==> src/rtl/cbas_pkg.sv <==
// shared types and constants of the capacitor bank autoset sequencer
package cbas_pkg;

	localparam int DEFAULT_NUM_BANKS = 16;

	localparam int TIMER_W = 4;
	localparam logic [TIMER_W-1:0] TIMER_SETTLE = TIMER_W'(5);
	localparam logic [TIMER_W-1:0] TIMER_MEASURE = TIMER_W'(8);

	localparam logic [7:0] VALUE_CAP = 8'd250;
	localparam logic [7:0] LARGE_LIMIT = 8'd125;
	localparam logic [4:0] COUNT_MAX = 5'd31;
	localparam logic [2:0] ATTEMPT_LIMIT = 3'd4;

	// commands from the controller, each already qualified by a transfer
	typedef struct packed {
		logic clear;
		logic turn_on;
		logic turn_off;
		logic settle;
		logic finish;
	} cbas_cmd_t;

	// status from the datapath, valid for the measure-off action
	typedef struct packed {
		logic measure_done;
		logic last_bank;
	} cbas_status_t;

	typedef struct packed {
		logic       switch_on;
		logic       switch_off;
		logic       all_off;
		logic [3:0] bank_index;
		logic       value_valid;
		logic [7:0] bank_value;
		logic [7:0] kvar_peak;
		logic [4:0] bank_count;
		logic       done_res;
	} cbas_result_t;

endpackage

==> src/rtl/cbas_ctrl.sv <==
// sequencer controller: run step, tick timer and test phase
module cbas_ctrl
	import cbas_pkg::*;
(
	input  logic         clk,
	input  logic         arst_n,
	input  logic         fire,
	input  logic         start_req,
	input  cbas_status_t status,
	output cbas_cmd_t    cmd
);

	typedef enum logic [2:0] {
		ST_IDLE   = 3'b001,
		ST_RUN    = 3'b010,
		ST_FINISH = 3'b100
	} step_t;

	typedef enum logic [2:0] {
		PH_ON     = 3'b001,
		PH_OFF    = 3'b010,
		PH_SETTLE = 3'b100
	} phase_t;

	step_t               step_q, step_d;
	phase_t              phase_q, phase_d;
	logic [TIMER_W-1:0]  timer_q, timer_d;

	always_comb begin
		step_d  = step_q;
		phase_d = phase_q;
		timer_d = timer_q;
		cmd     = '0;
		if (fire) begin
			if (start_req) begin
				cmd.clear = 1'b1;
				step_d    = ST_RUN;
				phase_d   = PH_ON;
				timer_d   = TIMER_SETTLE;
			end else begin
				case (step_q)
					ST_RUN: begin
						if (timer_q != '0) begin
							timer_d = timer_q - TIMER_W'(1);
						end else begin
							case (phase_q)
								PH_ON: begin
									cmd.turn_on = 1'b1;
									timer_d     = TIMER_MEASURE;
									phase_d     = PH_OFF;
								end
								PH_OFF: begin
									cmd.turn_off = 1'b1;
									timer_d      = TIMER_SETTLE;
									phase_d      = status.measure_done ? PH_SETTLE : PH_ON;
									if (status.measure_done && status.last_bank) begin
										step_d = ST_FINISH;
									end
								end
								default: begin
									cmd.settle = 1'b1;
									timer_d    = TIMER_SETTLE;
									phase_d    = PH_ON;
								end
							endcase
						end
					end
					ST_FINISH: begin
						cmd.finish = 1'b1;
						step_d     = ST_IDLE;
					end
					default: begin
						step_d = ST_IDLE;
					end
				endcase
			end
		end
	end

	always_ff @(posedge clk or negedge arst_n) begin
		if (!arst_n) begin
			step_q  <= ST_IDLE;
			phase_q <= PH_ON;
			timer_q <= '0;
		end else begin
			step_q  <= step_d;
			phase_q <= phase_d;
			timer_q <= timer_d;
		end
	end

endmodule

==> src/rtl/cbas_dp.sv <==
// sequencer datapath: readings, averaging, bank size, max and count tracking
module cbas_dp
	import cbas_pkg::*;
#(
	parameter int NUM_BANKS = DEFAULT_NUM_BANKS
) (
	input  logic         clk,
	input  logic         arst_n,
	input  cbas_cmd_t    cmd,
	input  logic [15:0]  reactive_power,
	input  logic         lagging,
	output cbas_status_t status,
	output cbas_result_t result
);

	localparam int BANK_W = (NUM_BANKS > 1) ? $clog2(NUM_BANKS) : 1;
	localparam logic [BANK_W-1:0] LAST_BANK = BANK_W'(NUM_BANKS - 1);

	logic [15:0]       before_q, induct_q, capac_q;
	logic [13:0]       sum_q;
	logic [2:0]        attempts_q;
	logic [BANK_W-1:0] bank_q;
	logic [4:0]        counted_q, zrun_q;
	logic [7:0]        largest_q;

	logic [15:0]       induct_n, capac_n, total;
	logic [11:0]       diff;
	logic              diff_zero;
	logic [2:0]        attempts_n;
	logic [13:0]       sum_n;
	logic [11:0]       avg;
	logic [7:0]        value;
	logic [8:0]        doubled;
	logic [7:0]        largest_d;
	logic [4:0]        counted_inc, counted_d, zrun_n;
	logic [BANK_W+3:0] bank_ext;

	// reading taken on either switch action
	assign induct_n = lagging ? reactive_power : induct_q;
	assign capac_n  = lagging ? capac_q : reactive_power;
	assign total    = capac_n + induct_n;

	always_comb begin
		logic [15:0] delta;
		delta = (total > before_q) ? (total - before_q) : (before_q - total);
		diff  = delta[15:4];
	end

	assign diff_zero  = (diff == '0);
	// a zero reading costs two extra attempts
	assign attempts_n = attempts_q + {diff_zero, 1'b0} + 3'd1;
	assign sum_n      = sum_q + {2'b00, diff};
	assign avg        = sum_n[13:2];
	assign value      = (avg > {4'b0000, VALUE_CAP}) ? VALUE_CAP : avg[7:0];
	assign doubled    = {value, 1'b0};

	assign status.measure_done = (attempts_n >= ATTEMPT_LIMIT);
	assign status.last_bank    = (bank_q == LAST_BANK);

	assign counted_inc = (counted_q == COUNT_MAX) ? COUNT_MAX : counted_q + 5'd1;
	// run of zero-valued banks at the top of the table, bank zero never trimmed
	assign zrun_n = (value == '0 && bank_q != '0) ? zrun_q + 5'd1 : '0;

	always_comb begin
		largest_d = largest_q;
		counted_d = counted_q;
		if (cmd.clear) begin
			largest_d = '0;
			counted_d = '0;
		end else if (cmd.turn_off && status.measure_done) begin
			if ({1'b0, largest_q} < doubled) begin
				largest_d = (value < LARGE_LIMIT) ? doubled[7:0] : '0;
			end
			counted_d = counted_inc;
			if (status.last_bank) begin
				counted_d = (counted_inc > zrun_n) ? counted_inc - zrun_n : '0;
			end
		end
	end

	always_ff @(posedge clk or negedge arst_n) begin
		if (!arst_n) begin
			before_q   <= '0;
			induct_q   <= '0;
			capac_q    <= '0;
			sum_q      <= '0;
			attempts_q <= '0;
			bank_q     <= '0;
			counted_q  <= '0;
			zrun_q     <= '0;
			largest_q  <= '0;
		end else begin
			largest_q <= largest_d;
			counted_q <= counted_d;
			if (cmd.clear) begin
				before_q   <= '0;
				induct_q   <= '0;
				capac_q    <= '0;
				sum_q      <= '0;
				attempts_q <= '0;
				bank_q     <= '0;
				zrun_q     <= '0;
			end else if (cmd.turn_on) begin
				before_q <= reactive_power;
				induct_q <= induct_n;
				capac_q  <= capac_n;
			end else if (cmd.turn_off) begin
				if (status.measure_done) begin
					sum_q      <= '0;
					attempts_q <= '0;
					induct_q   <= '0;
					capac_q    <= '0;
					zrun_q     <= zrun_n;
					bank_q     <= status.last_bank ? '0 : bank_q + BANK_W'(1);
				end else begin
					sum_q      <= sum_n;
					attempts_q <= attempts_n;
					induct_q   <= induct_n;
					capac_q    <= capac_n;
				end
			end else if (cmd.settle) begin
				before_q <= reactive_power;
			end
		end
	end

	assign bank_ext = {4'b0000, bank_q};

	always_comb begin
		result             = '0;
		result.all_off     = cmd.clear | cmd.finish;
		result.done_res    = cmd.finish;
		result.switch_on   = cmd.turn_on;
		result.switch_off  = cmd.turn_off;
		result.kvar_peak   = largest_d;
		result.bank_count  = counted_d;
		if (cmd.turn_on || cmd.turn_off) begin
			result.bank_index = bank_ext[3:0];
		end
		if (cmd.turn_off && status.measure_done) begin
			result.value_valid = 1'b1;
			result.bank_value  = value;
		end
	end

endmodule

==> src/rtl/capacitor_bank_autoset_core.sv <==
// top level of the capacitor bank autoset sequencer
//
// channel  | handshake                   | payload
// ---------+-----------------------------+------------------------------------------
// item     | item_valid / item_ready     | start_req, reactive_power, lagging
// result   | result_valid / result_ready | switch_on, switch_off, all_off, bank_index,
//          |                             | value_valid, bank_value, kvar_peak,
//          |                             | bank_count, done_res
//
// one tick per cycle while the output slot is free: a transfer is fully worked in the
// cycle it is taken, by the update of controller and datapath registers
// every tick gives exactly one result, held in an output register the cycle after
// the item is taken while a result waits unclaimed, the next item transfers in the same
// cycle the waiting one leaves; otherwise item_ready is low
// reset clears every sequencer register and the output valid flag
module capacitor_bank_autoset_core
	import cbas_pkg::*;
#(
	parameter int NUM_BANKS = DEFAULT_NUM_BANKS
) (
	input  logic        clk,
	input  logic        arst_n,
	input  logic        item_valid,
	output logic        item_ready,
	input  logic        start_req,
	input  logic [15:0] reactive_power,
	input  logic        lagging,
	output logic        result_valid,
	input  logic        result_ready,
	output logic        switch_on,
	output logic        switch_off,
	output logic        all_off,
	output logic [3:0]  bank_index,
	output logic        value_valid,
	output logic [7:0]  bank_value,
	output logic [7:0]  kvar_peak,
	output logic [4:0]  bank_count,
	output logic        done_res
);

	cbas_cmd_t    cmd;
	cbas_status_t status;
	cbas_result_t result;
	cbas_result_t res_q;
	logic         valid_q;
	logic         fire;

	// output slot is free when empty or being drained this cycle
	assign item_ready = !valid_q || result_ready;
	assign fire       = item_valid && item_ready;

	cbas_ctrl u_ctrl (
		.clk       (clk),
		.arst_n    (arst_n),
		.fire      (fire),
		.start_req (start_req),
		.status    (status),
		.cmd       (cmd)
	);

	cbas_dp #(
		.NUM_BANKS (NUM_BANKS)
	) u_dp (
		.clk            (clk),
		.arst_n         (arst_n),
		.cmd            (cmd),
		.reactive_power (reactive_power),
		.lagging        (lagging),
		.status         (status),
		.result         (result)
	);

	// result register, control flag only is reset
	always_ff @(posedge clk or negedge arst_n) begin
		if (!arst_n) begin
			valid_q <= 1'b0;
		end else if (fire) begin
			valid_q <= 1'b1;
		end else if (result_ready) begin
			valid_q <= 1'b0;
		end
	end

	always_ff @(posedge clk) begin
		if (fire) begin
			res_q <= result;
		end
	end

	assign result_valid = valid_q;
	assign switch_on    = res_q.switch_on;
	assign switch_off   = res_q.switch_off;
	assign all_off      = res_q.all_off;
	assign bank_index   = res_q.bank_index;
	assign value_valid  = res_q.value_valid;
	assign bank_value   = res_q.bank_value;
	assign kvar_peak    = res_q.kvar_peak;
	assign bank_count   = res_q.bank_count;
	assign done_res     = res_q.done_res;

endmodule

==> config.mk <==
export PLATFORM = sky130hd
export DESIGN_NAME = capacitor_bank_autoset_core
export DESIGN_NICKNAME = d
export VERILOG_FILES = /design/src/rtl/cbas_pkg.sv /design/src/rtl/cbas_ctrl.sv /design/src/rtl/cbas_dp.sv /design/src/rtl/capacitor_bank_autoset_core.sv
export SDC_FILE = /design/constraint.sdc
export NUM_CORES = 1
export LEC_CHECK = 0
export BUFFER_PORTS_ARGS = -buffer_cell sky130_fd_sc_hd__buf_2
export CORE_MARGIN = 1.5
export CORE_UTILIZATION = 55
export DETAILED_ROUTE_END_ITERATION = 10
export PLACE_DENSITY_LB_ADDON = 0.2
export SYNTH_ARGS = -nofsm -noshare
export SYNTH_HDL_FRONTEND = slang
export SYNTH_SLANG_ARGS = --single-unit
==> constraint.sdc <==
create_clock -name clk -period 10.65 [get_ports clk]
set_input_delay 1.5975 -clock clk [delete_from_list [all_inputs] [get_ports clk]]
set_output_delay 1.5975 -clock clk [all_outputs]
set_load 0.02 [all_outputs]
==> results by group <==
Worst setup path
  – Most used cell, CP: ha_1
  – Critical path class: in -> reg
  – Worst path slowest cell: a2111oi_0
  – Setup crit start: lagging
  – CP max FO: 24
  – Worst flop-to-flop path endpoint: kvar_peak[1]$_DFFE_PP_
  – Worst setup SP type: primary input
  – Worst r2r src: u_dp.induct_q[1]$_DFFE_PN0P_
  – Worst setup path endpoint: kvar_peak[1]$_DFFE_PP_
  – Critical Path AT: 10.40 ns
  – R2r setup slk: 1.61 ns
  – R2R depth: 34
  – Worst Setup End Kind: flop
  – Required @ worst endpoint: 10.89 ns
  – Max stage delay on crit path: 0.48 ns

Cells and area
  – Most common cell after layout, fill and taps aside: nand2_1
  – Layout Nets: 1172
  – Layout cells sized above 1: 0.184
  – Synthesis-to-layout area growth: 15.0%
  – Most frequent cells in the layout: 143 x nand2_1, 96 x dfrtp_1, 79 x o21ai_0
  – Fin util: 0.651
  – Fill cell count: 1298
  – Antenna Cells: 0

Worst hold path
  – Worst Hold Class: reg -> reg

Logic synthesis
  – Primary FF master, synth: dfrtp_1
  – Sequential element share of the synthesized area: 0.372
  – Synth Register Bits: 128
  – Synth Cell Area: 9020 um2
  – Mapped Cells: 996
  – Mean area per synthesized cell: 9.06 um2
  – Post-synth cell types: 80
  – Number of synthesized flops with an enable pin: 30
  – Synth Warn #: 0
  – Asr flop ratio synth: 0.766
  – Mapped Nets: 1099

Pwr
  – Register share of total power: 0.268
  – Leak: 0.00490 uW
  – Internal Power: 1280 uW
  – Part of the power in the clock network: 0.282
  – Combinational fraction of design power: 0.450
  – VDD IR max: 0.000161 V
  – Pwr per Cell Area: 202 nW/um2
  – Final Power: 2090 uW
  – Switching part of the total: 0.387
  – Sw power: 810 uW

Clock tree
  – Num CTS Buffers: 17
  – CTS tree: built
  – Post-cts hold buffer count: 0
  – Clk pin slew, worst setup/hold paths: 0.06 ns
  – Clk_lat worst skew: 0.42 ns
  – CTS Root Cell: clkbuf_16
  – Sink Count: 128
  – H-tree depth: 4
  – Max Root-Sink Buffers: 2

Global routing
  – Largest net degree at the start of global routing: 64
  – Gr ovfl total: 0
  – Global-route wire length before repair: 36.8 mm
  – Initial antenna violation count: 0
  – Total Routing Usage GR: 0.274
  – Vias in the first global route: 7361

Route
  – Residual DRC: 0
  – Post-Route WL: 22.2 mm
  – Vias per cell: 5.88
  – 1st-iter DRT viols: 508
  – DR pass1 iterations: 5
  – Wire per inst: 17.1 um
  – Final ANT Viol Nets: 0
  – Via count: 7636

Floorplanning
  – Die W: 131 um
  – Cell row count: 46
  – IO Count: 54
  – Total die area: 17200 um2
  – Starting Density: 0.566
  – Core box area: 15900 um2
  – Die height: 131 um

Timing
  – Final setup violation count: 0
  – Crit share post-route: 0.954
  – Clk_skew: 0.00917 ns
  – Fin. max-slew vios: 0
  – Slew headroom: 0.409
  – Final hold vios: 0
  – Fmax: 98.5 MHz
  – RSZ-0062 raised after global routing: no
  – Worst-Margin Slew: 0.875 ns
  – Setup slack after layout: 0.495 ns
  – Min cycle time layout: 10.15 ns

Place
  – RePlAce Congestion: 0.946
  – Port bufs: 53
  – DP HPWL: 16.2 mm
  – DP Worst Slack: -0.128 ns

Run status
  – Status: completed

Job
  – Max-Cap Viols: 0
critical path: cells and delay by family:
| kind | cells | cell delay (ns) |
|---|---|---|
| compound gates | 10 | 2.56 |
| mux | 2 | 0.70 |
| simple gates | 12 | 2.78 |
| xor+xnor | 2 | 0.39 |
| buf+inv | 5 | 0.88 |
| fa+ha+maj | 4 | 1.46 |
state kept, by name, summed over array words and instances (netlist names), 3 cells and up:
| name | count |
|---|---|
| u_dp.bank_q | 4 |
| u_dp.before_q | 16 |
| u_dp.capac_q | 16 |
| bank_index | 4 |
| u_dp.sum_q | 14 |
| u_ctrl.step_q | 3 |
| bank_count | 5 |
| u_dp.induct_q | 16 |
| u_ctrl.timer_q | 4 |
| u_dp.counted_q | 5 |
| u_ctrl.phase_q | 3 |
| bank_value | 8 |
| kvar_peak | 8 |
| u_dp.attempts_q | 3 |
| u_dp.zrun_q | 5 |
| u_dp.largest_q | 8 |
cell usage after synthesis (4+ instances only):
cell type	number	area share
buf_1	4	0.0017
and3_1	10	0.0069
nand4_1	8	0.0055
or2_2	7	0.0049
o21ai_0	82	0.045
edfxtp_1	30	0.10
a2111oi_0	4	0.0039
o31a_1	4	0.0039
inv_1	58	0.024
dfrtp_1	96	0.27
nand2b_1	11	0.0076
mux2i_1	12	0.013
a221oi_1	4	0.0039
o211ai_1	6	0.0050
nor4_1	6	0.0042
a21o_1	17	0.014
nor2b_1	4	0.0028
or3_1	8	0.0055
a211oi_1	7	0.0058
ha_1	77	0.11
nand2_1	143	0.060
and2_1	14	0.0097
a21oi_1	56	0.031
a31oi_1	7	0.0049
nor3_1	27	0.015
o31ai_1	18	0.015
mux2_2	30	0.037
o21a_1	7	0.0058
nand3b_1	7	0.0058
a22o_1	12	0.012
or4_1	4	0.0033
clkbuf_1	26	0.011
xor2_1	15	0.015
xnor2_1	21	0.020
nand3_1	17	0.0094
nor2_1	68	0.028
fa_1	4	0.0089
logic make-up after synthesis:
| group | after synthesis | synth area share |
|---|---|---|
| adder cells (fa/ha/maj) | 81 | 0.116 |
| flip-flops | 128 | 0.372 |
| AND/OR/NAND/NOR | 351 | 0.187 |
| buffers and inverters | 95 | 0.0420 |
| multiplexers | 42 | 0.0508 |
| XOR/XNOR | 37 | 0.0368 |
| AO/OA/AOI/OAI | 262 | 0.196 |
final cells by class:
type,instances,area [um2],area share
Clock buffer,23,488,0.0470
Clock inverter,9,105,0.0101
Inverter,58,218,0.0210
Multi-Input combinational cell,773,5380,0.518
Sequential cell,128,3360,0.323
Tap cell,216,270,0.0261
Timing Repair Buffer,91,559,0.0539
how the worst min path moves through the flow:
stage | start | to | slack (ns) | cells past startpoint
final | u_dp.capac_q[4]$_DFFE_PN0P_ | u_dp.capac_q[4]$_DFFE_PN0P_ | 0.47 | 2
after global routing | u_dp.capac_q[5]$_DFFE_PN0P_ | u_dp.capac_q[5]$_DFFE_PN0P_ | 0.49 | 2
after CTS | u_dp.capac_q[12]$_DFFE_PN0P_ | u_dp.capac_q[12]$_DFFE_PN0P_ | 0.47 | 2
after detailed placement | u_dp.capac_q[12]$_DFFE_PN0P_ | u_dp.capac_q[12]$_DFFE_PN0P_ | 0.46 | 2
after global placement | u_dp.capac_q[14]$_DFFE_PN0P_ | u_dp.capac_q[14]$_DFFE_PN0P_ | 0.45 | 2
after floorplan | u_dp.capac_q[0]$_DFFE_PN0P_ | u_dp.capac_q[0]$_DFFE_PN0P_ | 0.44 | 2
through the flow:
stage	instance area [um2]	instances	TNS [ns]	hold WS (ns)
global route	10400	1298	0	0.491
floorplan	9020	996	0	0.440
CTS	10300	1294	0	0.471
detailed placement	9660	1262	-0.726	0.457
global placement	9660	1262	0	0.452
finish	10400	1298	0	0.473
power groups by stage:
stage          Sequential (uW)  Combinational, uW  Clock, uW
3_3_place_gp               568                890          0
6_report                   561                943        590
5_1_grt                    566               1040        615
3_5_place_dp               570                894          0
2_1_floorplan              571                638          0
4_1_cts                    561                905        598
routing by layer:
| layer | routed length, um | up-vias | track usage |
|---|---|---|---|
| met5 | 0 | - | 0 |
| met4 | 429 | 0 | 0.0827 |
| met3 | 1050 | 34 | 0.0459 |
| met2 | 10100 | 213 | 0.432 |
| met1 | 10600 | 3662 | 0.389 |
| li1 | - | 3727 | - |
repair_timing:
| action | 4_1_cts | 5_1_grt |
|---|---|---|
| resized for setup | 0 | 22 |
| endpoints found under the setup margin | 0 | 26 |
| hold endpoints to repair | 0 | 0 |
| setup buffers | 0 | 4 |
(Power assumes the default switching activity.)
